===== src/hw/rtl/pps_pkg.sv =====
// ----------------------------------------------------------------------------
// pps_pkg: shared types and constants
// Item, task and result types for the screen projection unit.
// ----------------------------------------------------------------------------
package pps_pkg;

  localparam int unsigned NumCoefs  = 12;
  localparam int unsigned CoefIdxW  = 4;
  localparam int unsigned DimW      = 14;
  localparam int unsigned CfgIdxW   = 1;
  localparam int unsigned AccW      = 57;
  localparam int unsigned TSatLog   = 40;

  localparam logic [CfgIdxW-1:0] CfgWidth  = 1'b0;
  localparam logic [CfgIdxW-1:0] CfgHeight = 1'b1;

  typedef enum logic {
    FuncLoad = 1'b0,
    FuncProj = 1'b1
  } func_e;

  typedef struct packed {
    logic               func;
    logic [CoefIdxW-1:0] coef_index;
    logic signed [31:0]  coef_value;
    logic signed [31:0]  point_x;
    logic signed [31:0]  point_y;
    logic signed [31:0]  point_z;
  } in_item_t;

  typedef struct packed {
    logic               visible;
    logic signed [31:0] screen_x;
    logic signed [31:0] screen_y;
  } out_item_t;

  // Point task handed from the front end to the back end.
  typedef struct packed {
    logic signed [31:0] point_x;
    logic signed [31:0] point_y;
    logic signed [31:0] point_z;
  } task_t;

  typedef enum logic [2:0] {
    StIdle,
    StMac,
    StCheck,
    StDivX,
    StDivY,
    StOut
  } be_state_e;

endpackage


===== src/hw/rtl/pps_if.sv =====
// ----------------------------------------------------------------------------
// pps_in_if / pps_out_if: valid-ready channels
// Handshake channels carrying input items and result items.
// ----------------------------------------------------------------------------
interface pps_in_if import pps_pkg::*; ();
  logic     valid;
  logic     ready;
  in_item_t data;
  modport source (output valid, output data, input ready);
  modport sink   (input valid, input data, output ready);
endinterface



===== src/hw/rtl/pps_front.sv =====
// ----------------------------------------------------------------------------
// pps_front: item intake
// Accepts items, performs coefficient loads, queues point tasks (2 deep).
// ----------------------------------------------------------------------------
module pps_front import pps_pkg::*; (
  input  logic                 clk_i,
  input  logic                 rst_ni,
  pps_in_if.sink               in_ch,
  output logic                 load_we_o,
  output logic [CoefIdxW-1:0]  load_idx_o,
  output logic signed [31:0]   load_val_o,
  output logic                 task_valid_o,
  output task_t                task_o,
  input  logic                 task_ready_i,
  input  logic                 coef_busy_i
);

  task_t      fifo_q [2];
  logic       wr_ptr_q, rd_ptr_q;
  logic [1:0] cnt_q;
  logic       push, pop, is_proj;

  // Hold a load until no earlier point still needs the old coefficients.
  assign is_proj      = (in_ch.data.func == FuncProj);
  assign in_ch.ready  = is_proj ? (cnt_q != 2'd2) : (cnt_q == 2'd0 && !coef_busy_i);
  assign push         = in_ch.valid && in_ch.ready && is_proj;
  assign pop          = task_valid_o && task_ready_i;
  assign task_valid_o = (cnt_q != 2'd0);
  assign task_o       = fifo_q[rd_ptr_q];

  assign load_we_o  = in_ch.valid && in_ch.ready && !is_proj;
  assign load_idx_o = in_ch.data.coef_index;
  assign load_val_o = in_ch.data.coef_value;

  always_ff @(posedge clk_i) begin
    if (push) begin
      fifo_q[wr_ptr_q] <= '{in_ch.data.point_x, in_ch.data.point_y, in_ch.data.point_z};
    end
  end

  always_ff @(posedge clk_i or negedge rst_ni) begin
    if (!rst_ni) begin
      wr_ptr_q <= 1'b0;
      rd_ptr_q <= 1'b0;
      cnt_q    <= 2'd0;
    end else begin
      if (push) wr_ptr_q <= !wr_ptr_q;
      if (pop)  rd_ptr_q <= !rd_ptr_q;
      cnt_q <= cnt_q + {1'b0, push} - {1'b0, pop};
    end
  end

  assert property (@(posedge clk_i) disable iff (!rst_ni) cnt_q <= 2'd2)
    else $error("task queue overflow");
  assert property (@(posedge clk_i) disable iff (!rst_ni)
    cnt_q == 2'd0 |-> !task_valid_o) else $error("empty queue offers task");
  assert property (@(posedge clk_i) disable iff (!rst_ni)
    cnt_q == 2'd2 && !pop |=> cnt_q == 2'd2) else $error("queue lost a task");
  assert property (@(posedge clk_i) disable iff (!rst_ni)
    load_we_o |-> cnt_q == 2'd0 && !coef_busy_i) else $error("load passed a point");

endmodule


===== src/flat_wrapper.sv =====
// flat-port wrapper written by rule: the top's interface ports become plain ports
module pps_front_flat import pps_pkg::*;
  (clk_i, rst_ni, load_we_o, load_idx_o, load_val_o, task_valid_o, task_o, task_ready_i, coef_busy_i, in_ch_valid, in_ch_data, in_ch_ready);
  pps_in_if in_ch_i ();
  input  logic clk_i;
  input  logic rst_ni;
  output logic load_we_o;
  output logic [CoefIdxW-1:0] load_idx_o;
  output logic signed [31:0] load_val_o;
  output logic task_valid_o;
  output task_t task_o;
  input  logic task_ready_i;
  input  logic coef_busy_i;
  input wire logic [$bits(in_ch_i.valid)-1:0] in_ch_valid;
  input wire logic [$bits(in_ch_i.data)-1:0] in_ch_data;
  output wire logic [$bits(in_ch_i.ready)-1:0] in_ch_ready;
  assign in_ch_i.valid = in_ch_valid;
  assign in_ch_i.data = in_ch_data;
  assign in_ch_ready = in_ch_i.ready;
  pps_front u_core (.clk_i(clk_i), .rst_ni(rst_ni), .in_ch(in_ch_i), .load_we_o(load_we_o), .load_idx_o(load_idx_o), .load_val_o(load_val_o), .task_valid_o(task_valid_o), .task_o(task_o), .task_ready_i(task_ready_i), .coef_busy_i(coef_busy_i));
endmodule

===== config.mk =====
export PLATFORM = sky130hd
export DESIGN_NAME = pps_front_flat
export DESIGN_NICKNAME = d
export VERILOG_FILES = /design/src/hw/rtl/pps_pkg.sv /design/src/hw/rtl/pps_if.sv /design/src/hw/rtl/pps_front.sv /design/src/flat_wrapper.sv
export SDC_FILE = /design/constraint.sdc
export NUM_CORES = 1
export LEC_CHECK = 0
export BUFFER_PORTS_ARGS = -buffer_cell sky130_fd_sc_hd__buf_2
export CORE_MARGIN = 1.5
export CORE_UTILIZATION = 49
export CTS_CLUSTER_DIAMETER = 50
export CTS_CLUSTER_SIZE = 28
export DETAILED_ROUTE_END_ITERATION = 8
export PLACE_DENSITY = 0.79
export SKIP_CTS_REPAIR_TIMING = 1
export SYNTH_ARGS = -nofsm -noshare
export SYNTH_HDL_FRONTEND = slang
export SYNTH_SLANG_ARGS = --single-unit

===== constraint.sdc =====
create_clock -name clk_i -period 6.6 [get_ports clk_i]
set_input_delay 0.99 -clock clk_i [delete_from_list [all_inputs] [get_ports clk_i]]
set_output_delay 0.99 -clock clk_i [all_outputs]
set_load 0.01 [all_outputs]

==> results of run 1 <==
[state kept, by name, indices dropped and copies added (netlist names)]
name / cells
u_core.fifo_q: 192
u_core.cnt_q: 2
u_core.rd_ptr_q: 1
u_core.wr_ptr_q: 1
[metrics by stage]
| stage | worst slack [ns] | total power (W) | util (%) |
|---|---|---|---|
| floorplan | 0.576 | 0.00234 | - |
| global placement | 3.17 | 0.00261 | 55.9 |
| detailed placement | 3.03 | 0.00264 | 55.9 |
| CTS | 2.90 | 0.00363 | 59.7 |
| global route | 2.81 | 0.00374 | 59.7 |
| finish | 2.97 | 0.00359 | 59.8 |
[synthesized netlist by cell type, drive strengths merged]
cell type    n  area [um^2]
inv          1         3.75
xor2         2         17.5
dfrtp        4          100
or2          1         6.26
mux2i        1         10.0
nor2b        1         6.26
nand2        1         3.75
nor2         2         7.51
edfxtp     192         5770
mux2        96         1190
and3         2         12.5
and2         2         15.0
ha           1         12.5
xnor2        2         17.5
nand3b       1         7.51
nand2b       1         6.26
o21a         1         7.51
buf         47          357
[final timing paths]
check | from | endpoint | slack (ns)
min in group clk_i | u_core.wr_ptr_q | u_core.wr_ptr_q | 0.57
setup / recovery | u_core.rd_ptr_q | task_o[2] | 2.97
max in group asynchronous | rst_ni | u_core.rd_ptr_q | 6.10
setup reg to reg | u_core.cnt_q[0] | u_core.fifo_q[0][1] | 3.61
hold reg to reg | u_core.wr_ptr_q | u_core.wr_ptr_q | 0.57
hold / removal | rst_ni | u_core.cnt_q[0] | 0.36
[worst max-delay path: cells and delay by family (launching register included)]
family	cells	cell delay (ns)
flops	1	0.86
mux	1	0.41
buf+inv	2	0.87
[power by group through the flow]
stage	logic [W]	clock network (W)	registers (W)
floorplan	0.000717	0	0.00162
CTS	0.000957	0.00102	0.00166
global route	0.00100	0.00107	0.00167
detailed placement	0.000954	0	0.00168
global placement	0.000939	0	0.00167
finish	0.000934	0.000999	0.00165
[per-layer routing]
layer	GRT usage (%)	up-vias
li1	-	1698
met5	0	-
met1	19.9	1809
met3	5.90	46
met2	28.4	145
met4	8.56	2
[kinds of logic (layout without fill, tap and decap cells)]
kind of cell,Yosys count,after routing,share of synthesized area (%)
xor gates and xnor gates,4,4,0.464
AOI/OAI and AO/OA,1,1,0.0995
muxes,97,97,15.9
other,0,1,0
buffers and inverters,48,236,4.77
and+or+nand+nor,11,11,0.862
adders and majority gates,1,1,0.166
DFF,196,196,77.7
[cell type report]
cell class	count	share of cell area, %
multi-input combinational	114	14.7
tap	188	2.60
timing repair buffer	203	11.3
inverter	1	0.0415
antenna	1	0.0276
clock inverter	8	1.12
clock buffer	24	5.32
sequential	196	64.8
==> impl_metrics.csv, run 1 <==
group,metric,value,unit
logic_synthesis,syn_nets,497,
clock_network,cts_made_buffers,17,
sta,timing.fmax,275,MHz
detailed_routing,drc,0,
clock_network,cts_tree,"yes",
grt,grt_max_degree,60,
logic_synthesis,synth_seq_cells,196,
worst_setup_path,end_kind,"output port",
power,powerDensity,396,nW/um^2
power,clockPowerShare,27.8,%
power,power_frac_seq,46.1,%
power,switching_share,26.9,%
worst_setup_path,critPathKind,"reg -> out",
grt,gr-total-overflow,0,
worst_setup_path,timing.critical_path.cells,"buf_4 > mux2_2 > buf_2",
power,power.internal,0.00262,W
detailed_routing,totalWireLength,13700,um
final_layout,final_cell_area,9050,um^2
sta,max_slew.worst_pin.slew,1.08,ns
logic_synthesis,synth.distinct_cells,22,
worst_setup_path,reg2reg_depth,4,
clock_network,clock_sinks,196,
placement,dp_hpwl,9400,um
worst_setup_path,cpMaxStageDelayCell,"dfrtp_4",
detailed_routing,wl_met2,7070,um
sta,finalHoldViolations,0,
final_layout,final_common_cell,"buf_2",
power,ir_drop,0.291,mV
placement,dpl_cell_area,8470,um^2
final_layout,final_cell_mix,"buf_2, edfxtp_1, mux2_2",
floorplanning,die_h,127,um
detailed_routing,highest_layer,"met5",
worst_setup_path,start_kind,"register",
power,comb_power_share,26.0,%
detailed_routing,dr.pass1.iters,6,
placement,place_inst,702,
clock_network,clk_path_buf_depth,2,
final_layout,fin_cells,735,
sta,slew_violations,0,
logic_synthesis,netlist_area,7550,um^2
logic_synthesis,synth_cells,358,
floorplanning,die_x,127,um
sta,fin_skew,0.00924,ns
detailed_routing,wl_met1,5290,um
logic_synthesis,yosys_warnings,0,
floorplanning,num_rows,45,
final_layout,area_growth,19.9,%
clock_network,htree_levels,4,
floorplanning,io_pins,273,
clock_network,clk_latency,0.42,ns
final_layout,register_area,5870,um^2
logic_synthesis,synth-seq-area-share,77.7,%
grt,grt.total_usage,17.1,%
clock_network,clk_pin_slew,0.07,ns
sta,post-route-min-period,3.63,ns
final_layout,drive_gt1_share,60.6,%
grt,grt_pass1_wl,20400,um
grt,first_global_vias,3778,
final_layout,nFillCells,1106,
power,power.leakage,3.46,nW
worst_setup_path,cpPeakStageDelay,0.86,ns
sta,period_share,55.0,%
sta,slew_headroom,27.9,%
worst_setup_path,worstPathRequired,5.61,ns
sta,fin_hold_ws,0.361,ns
detailed_routing,wl_per_cell,18.6,um
detailed_routing,vias_per_cell,5.03,
hold_path,hold_path_class,"in -> async",
detailed_routing,postRouteAntennaNets,0,
final_layout,multi_input_area,1330,um^2
floorplanning,core_area,15100,um^2
clock_network,cts-root-buf,"clkbuf_16",
placement,gp_congestion,0.752,
worst_setup_path,path_max_fanout,50,
detailed_routing,drtIter0Drc,157,
grt,grt_antenna_before_repair,1,
floorplanning,dieArea,16200,um^2
sta,fin_setup_tns,0,ns
logic_synthesis,syn_area_per_cell,21.1,um^2
run_status,status,"complete, no violations",
power,p_sw,0.000965,W
floorplanning,start_util,49.8,%
sta,rsz0062_at_grt,"false",
detailed_routing,dr_wl_met3,944,um
worst_setup_path,worstPathArrival,2.64,ns
detailed_routing,vias,3700,
placement,portBuffers,200,
final_layout,nets,672,
run,maxCapViolCount,0,
sta,setup_viol,0,
Power figures use the tool's default switching activity.
==> run 2, diff against run 1 <==
Settings changed: ABC_AREA set to 1, CORE_UTILIZATION 49 to 45, PLACE_DENSITY 0.79 to 0.77.
Clock period 6.6 ns to 3 ns, I/O delays scaled along.
==> run 2 against run 1 <==
  * Flip-flop and latch count did not move
  * Clock skew fell by 0.00071 ns
  * Die area rose by 8.1%
  * Sequential share of layout area fell by 0.072 points
  * Sequential power rose by 110%
  * Combinational power rose to 2.6 times the previous value
  * First-iteration DRC count rose by 110%
  * Synthesized area fell by 0.51%
  * Global-route usage rose by 0.65 points
  * Via count rose by 23%
  * Cell count rose by 32%
  * Critical endpoint is now task_o[8]
==> impl_metrics.csv, run 2 <==
group,metric,value,unit
power,powerDensity,904,nW/um^2
floorplanning,io_pins,273,
power,power.internal,0.00547,W
logic_synthesis,syn_area_per_cell,13.2,um^2
clock_network,cts_made_buffers,17,
floorplanning,core_area,16500,um^2
clock_network,clk_path_buf_depth,2,
detailed_routing,postRouteAntennaNets,0,
sta,setup_ws,0.575,ns
final_layout,register_area,5870,um^2
logic_synthesis,yosys_warnings,0,
clock_network,clock_sinks,196,
logic_synthesis,netlist_area,7510,um^2
sta,fin_setup_tns,0,ns
power,finalPower,0.00819,W
clock_network,clk_pin_slew,0.07,ns
final_layout,drive_gt1_share,32.1,%
logic_synthesis,synth.top_cell.area_share,76.8,%
power,switching_share,33.2,%
worst_setup_path,start_kind,"register",
placement,dpl_worst_slack,1.01,ns
logic_synthesis,synth_top_family_by_area,"simple AND/OR/NAND/NOR gates",
final_layout,area_growth,20.6,%
power,power_frac_seq,42.8,%
run,maxCapViolCount,0,
logic_synthesis,synth_edf_count,192,
power,p_sw,0.00272,W
final_layout,fin_cells,972,
hold_path,hold_path_class,"in -> reg",
detailed_routing,drtIter0Drc,322,
clock_network,cts-root-buf,"clkbuf_16",
sta,rsz0062_at_grt,"false",
final_layout,nFillCells,1388,
floorplanning,die_x,132,um
placement,dp_hpwl,9980,um
grt,grt_max_degree,67,
clock_network,cts_tree,"yes",
sta,setup_viol,0,
logic_synthesis,synth_seq_cells,196,
logic_synthesis,synth_area_leaders,"edfxtp_1, nand2_1, buf_4",
logic_synthesis,synth_commonest_cells,"nand2_1, edfxtp_1, buf_4, buf_2, inv_1",
final_layout,final_cell_mix,"nand2_1, buf_2, edfxtp_1",
worst_setup_path,worstPathRequired,2.55,ns
logic_synthesis,synth-compound-area-share,0.100,%
clock_network,htree_levels,4,
sta,post-route-min-period,2.43,ns
clock_network,clk_latency,0.43,ns
sta,fin_skew,0.00852,ns
power,comb_power_share,30.2,%
logic_synthesis,synth-seq-area-share,78.1,%
worst_setup_path,reg2reg_slack,1.17,ns
final_layout,top_register,"u_core.fifo_q",
logic_synthesis,ys_async_sr_fraction,2.04,%
detailed_routing,wl_per_cell,15.9,um
sta,slew_violations,0,
grt,grt_antenna_before_repair,1,
logic_synthesis,synth_fa_ha_area_share,0.167,%
run_status,status,"complete, no violations",
grt,gr-total-overflow,0,
power,power.leakage,3.88,nW
final_layout,largest_reg_flops,192,
grt,grt.total_usage,17.7,%
worst_setup_path,end_kind,"output port",
floorplanning,die_h,132,um
grt,first_global_vias,4365,
final_layout,top_regs,"u_core.fifo_q: 192 flops, u_core.cnt_q: 2 flops",
grt,grt_pass1_wl,23300,um
final_layout,multi_input_area,1210,um^2
placement,gp_congestion,0.732,
logic_synthesis,synthFlopType,"edfxtp_1",
worst_setup_path,critPathKind,"reg -> out",
detailed_routing,dr.pass1.iters,4,
logic_synthesis,muxShareOfSynthArea,0,%
floorplanning,dieArea,17500,um^2
power,ir_drop,0.474,mV
logic_synthesis,synth_cells,568,
sta,timing.fmax,412,MHz
detailed_routing,vias,4567,
worst_setup_path,path_max_fanout,55,
floorplanning,start_util,45.6,%
sta,period_share,80.8,%
sta,max_slew.worst_pin.slew,0.660,ns
worst_setup_path,worstPathArrival,1.98,ns
logic_synthesis,synthXorXnorAreaFrac,0.466,%
detailed_routing,drc,0,
placement,place_inst,938,
floorplanning,num_rows,47,
logic_synthesis,synth-simple-area-share,15.2,%
sta,slew_headroom,56.0,%
sta,finalHoldViolations,0,
final_layout,final_common_cell,"nand2_1",
detailed_routing,totalWireLength,15500,um
placement,portBuffers,200,
final_layout,nets,877,
logic_synthesis,synth.most_common_cell,"nand2_1",
detailed_routing,vias_per_cell,4.70,
logic_synthesis,syn_nets,707,
power,clockPowerShare,27.0,%
logic_synthesis,synth.distinct_cells,16,
logic_synthesis,synth_top_area_cell,"edfxtp_1",
-- run 2: cell count changes after synthesis, moves of 3 or more --
cell	delta
buf_2	+7
mux2_4	-30
inv_1	+5
buf_4	+3
nand2_1	+292
mux2_2	-66
-- run 2: path summary, 6_finish.rpt --
kind,to,start,cells after the start
max,task_o[8],u_core.rd_ptr_q,5
min,u_core.fifo_q[1][38],in_ch_data[38],1
max reg2reg,u_core.fifo_q[1][59],u_core.cnt_q[0],5
min reg2reg,u_core.cnt_q[1],u_core.cnt_q[1],3
max in group asynchronous,u_core.rd_ptr_q,rst_ni,2
min in group asynchronous,u_core.wr_ptr_q,rst_ni,2
-- run 2: cell type report --
class	count	area share (%)
tap	220	3.04
sequential	196	64.8
timing repair buffer	208	12.0
inverter	8	0.359
antenna	1	0.0276
multi-input combinational	307	13.4
clock buffer	17	4.69
clock inverter	15	1.70
-- run 2: cell families after synthesis --
group                      count (synthesis)
AOI/OAI and AO/OA                          1
xor gates and xnor gates                   4
adders and majority gates                  1
buffers and inverters                     65
DFF                                      196
and+or+nand+nor                          301
-- run 2: stage by stage --
stage,cell area [um^2],util [%],hold slack [ns]
6_report,9060,55.0,0.207
5_1_grt,9060,55.0,0.181
4_1_cts,9050,55.0,-0.196
3_5_place_dp,8470,51.4,0.263
3_3_place_gp,8470,51.4,0.259
2_1_floorplan,7520,-,0.154
-- run 2: critical path, cell delays in order (launching register included) --
cell     delay (ns)
dfrtp_4        0.49
inv_4          0.38
buf_12         0.31
nand2_1        0.08
nand2_1        0.11
buf_2          0.14
-- run 2: power by group through the flow --
stage | Combinational (W) | Clock, W | Sequential, W
6_report | 0.00247 | 0.00221 | 0.00351
3_5_place_dp | 0.00252 | 0 | 0.00356
2_1_floorplan | 0.00159 | 0 | 0.00356
3_3_place_gp | 0.00250 | 0 | 0.00355
4_1_cts | 0.00253 | 0.00226 | 0.00351
5_1_grt | 0.00273 | 0.00237 | 0.00353
-- run 2: per-layer routing --
layer  wire, um  vias to the layer above  track usage, %
li1           -                     2202               -
met3        879                       88            4.42
met5          0                        -               0
met4        977                        0            12.5
met1       5800                     2121            20.7
met2       7820                      156            28.9
==> run 3, diff against run 2 <==
Settings changed: ABC_AREA 1 to 0, CORE_UTILIZATION 45 to 49, PLACE_DENSITY 0.77 to 0.79.
Clock period 3 ns to 2.5 ns, I/O delays scaled along.
==> run 3 against run 2 <==
  * Cell count shrank 24%
  * Count of clock-buffer cells in the layout stayed put
  * Sequential power rose by 22%
  * Worst setup slack got worse by 0.33 ns
  * Critical path depth decreased by 2
  * Design area rose by 1.5%
  * Clock skew about the same
  * Routed wire length shrank 10%
  * Largest power group unchanged
  * Worst hold slack got worse by 0.071 ns
  * Combinational power increased by 8%
  * Non-clock buffer count grew 1
  * Flip-flop and latch count unchanged
==> impl_metrics.csv, run 3 (synthesis gave the netlist of run 1 again) <==
group,metric,value,unit
sta,post-route-min-period,2.26,ns
detailed_routing,dr.pass1.iters,4,
worst_setup_path,timing.critical_path.cells,"buf_12 > mux2_2 > buf_2",
worst_setup_path,critPathLaunch,"u_core.rd_ptr_q",
sta,rsz0062_at_grt,"false",
final_layout,largest_reg_flops,192,
hold_path,hold_path_class,"in -> reg",
clock_network,cts-root-buf,"clkbuf_16",
detailed_routing,postRouteAntennaNets,0,
power,power.leakage,3.54,nW
clock_network,clk_pin_slew,0.07,ns
floorplanning,num_rows,45,
hold_path,whs_path_depth,1,
final_layout,nFillCells,1079,
detailed_routing,drc,0,
clock_network,htree_levels,4,
sta,period_share,90.4,%
worst_setup_path,critPathKind,"reg -> out",
worst_setup_path,reg2reg_slack,0.65,ns
worst_setup_path,worstPathArrival,1.89,ns
floorplanning,die_h,127,um
final_layout,fin_cells,741,
hold_path,min_to,"u_core.fifo_q[1][42]",
clock_network,clk_path_buf_depth,2,
run,maxCapViolCount,0,
power,finalPower,0.00977,W
final_layout,area_growth,21.8,%
run_status,status,"complete, no violations",
clock_network,clk_latency,0.42,ns
sta,fin_skew,0.00805,ns
power,ir_drop,0.729,mV
floorplanning,dieArea,16200,um^2
floorplanning,die_x,127,um
final_layout,final_cell_mix,"buf_2, edfxtp_1, mux2_2",
clock_network,clock_sinks,196,
final_layout,top_regs,"u_core.fifo_q: 192 flops, u_core.cnt_q: 2 flops",
worst_setup_path,r2r_end,"u_core.fifo_q[0][77]",
worst_setup_path,worstPathRequired,2.12,ns
sta,fin_setup_tns,0,ns
sta,slew_violations,0,
sta,max_slew.worst_pin.slew,0.567,ns
power,powerDensity,1060,nW/um^2
grt,gr-total-overflow,0,
grt,first_global_vias,3954,
grt,grt_antenna_before_repair,0,
worst_setup_path,cpPeakStageDelay,0.67,ns
sta,fin_hold_ws,0.136,ns
placement,portBuffers,200,
placement,dp_hpwl,9510,um
detailed_routing,vias,3782,
worst_setup_path,cpMaxStageDelayCell,"dfrtp_4",
final_layout,nets,678,
placement,place_inst,707,
detailed_routing,drtIter0Drc,148,
grt,grt_max_degree,62,
floorplanning,start_util,49.8,%
sta,slew_headroom,62.2,%
floorplanning,io_pins,273,
worst_setup_path,path_max_fanout,27,
sta,timing.fmax,442,MHz
grt,grt.total_usage,17.4,%
worst_setup_path,start_kind,"register",
placement,gp_congestion,0.729,
final_layout,drive_gt1_share,61.8,%
worst_setup_path,r2r-start,"u_core.cnt_q[0]",
worst_setup_path,reg2reg_depth,4,
detailed_routing,wl_per_cell,18.7,um
floorplanning,core_area,15100,um^2
sta,finalHoldViolations,0,
worst_setup_path,end_kind,"output port",
final_layout,top_register,"u_core.fifo_q",
detailed_routing,vias_per_cell,5.10,
sta,setup_viol,0,
hold_path,min_from,"in_ch_data[42]",
clock_network,cts_tree,"yes",
final_layout,final_common_cell,"buf_2",
clock_network,cts_made_buffers,17,
grt,grt_pass1_wl,20700,um
detailed_routing,totalWireLength,13900,um
[run 3: critical path: cells and delay by family, from the launching register on]
kind                   cells  cell delay (ns)
buffers and inverters      2             0.42
DFF                        1             0.67
muxes                      1             0.36
[run 3: metal layers]
| layer | wire length [um] | up-vias | global-route usage (%) |
|---|---|---|---|
| met5 | 0 | - | 0 |
| met4 | 409 | 0 | 8.16 |
| met3 | 1150 | 56 | 6.99 |
| met2 | 7040 | 149 | 29.2 |
| met1 | 5280 | 1862 | 19.5 |
| li1 | - | 1715 | - |
[run 3: area by class of cell]
| type | instances | area (um^2) | share of cell area [%] |
|---|---|---|---|
| Sequential cell | 196 | 5870 | 63.8 |
| Tap cell | 188 | 235 | 2.56 |
| Antenna cell | 1 | 2.50 | 0.0272 |
| Multi-Input combinational cell | 114 | 1350 | 14.6 |
| Clock inverter | 15 | 195 | 2.12 |
| Timing Repair Buffer | 209 | 1120 | 12.2 |
| Inverter | 1 | 3.75 | 0.0408 |
| Clock buffer | 17 | 425 | 4.62 |
[run 3: stage by stage]
stage               util (%)  cell area, um^2  worst slack (ns)
global placement        56.6             8570             0.661
finish                  60.7             9200             0.240
floorplan                  -             7570           -0.0839
detailed placement      56.6             8570             0.638
global route            60.7             9200             0.132
CTS                     60.7             9190             0.186
[run 3: power by group]
part	switching [W]	internal (W)
Sequential	0.000205	0.00409
Combinational	0.00129	0.00137
Clock	0.00120	0.00161
[run 3: how the worst max path moves through the flow]
stage / slack (ns) / depth (start not counted) / endpoint
2_1_floorplan: -0.08 / 3 / u_core.fifo_q[0][0]
3_3_place_gp: 0.66 / 3 / task_o[0]
3_5_place_dp: 0.64 / 4 / u_core.fifo_q[0][82]
4_1_cts: 0.19 / 3 / task_o[10]
5_1_grt: 0.13 / 3 / task_o[10]
6_report: 0.24 / 3 / task_o[10]
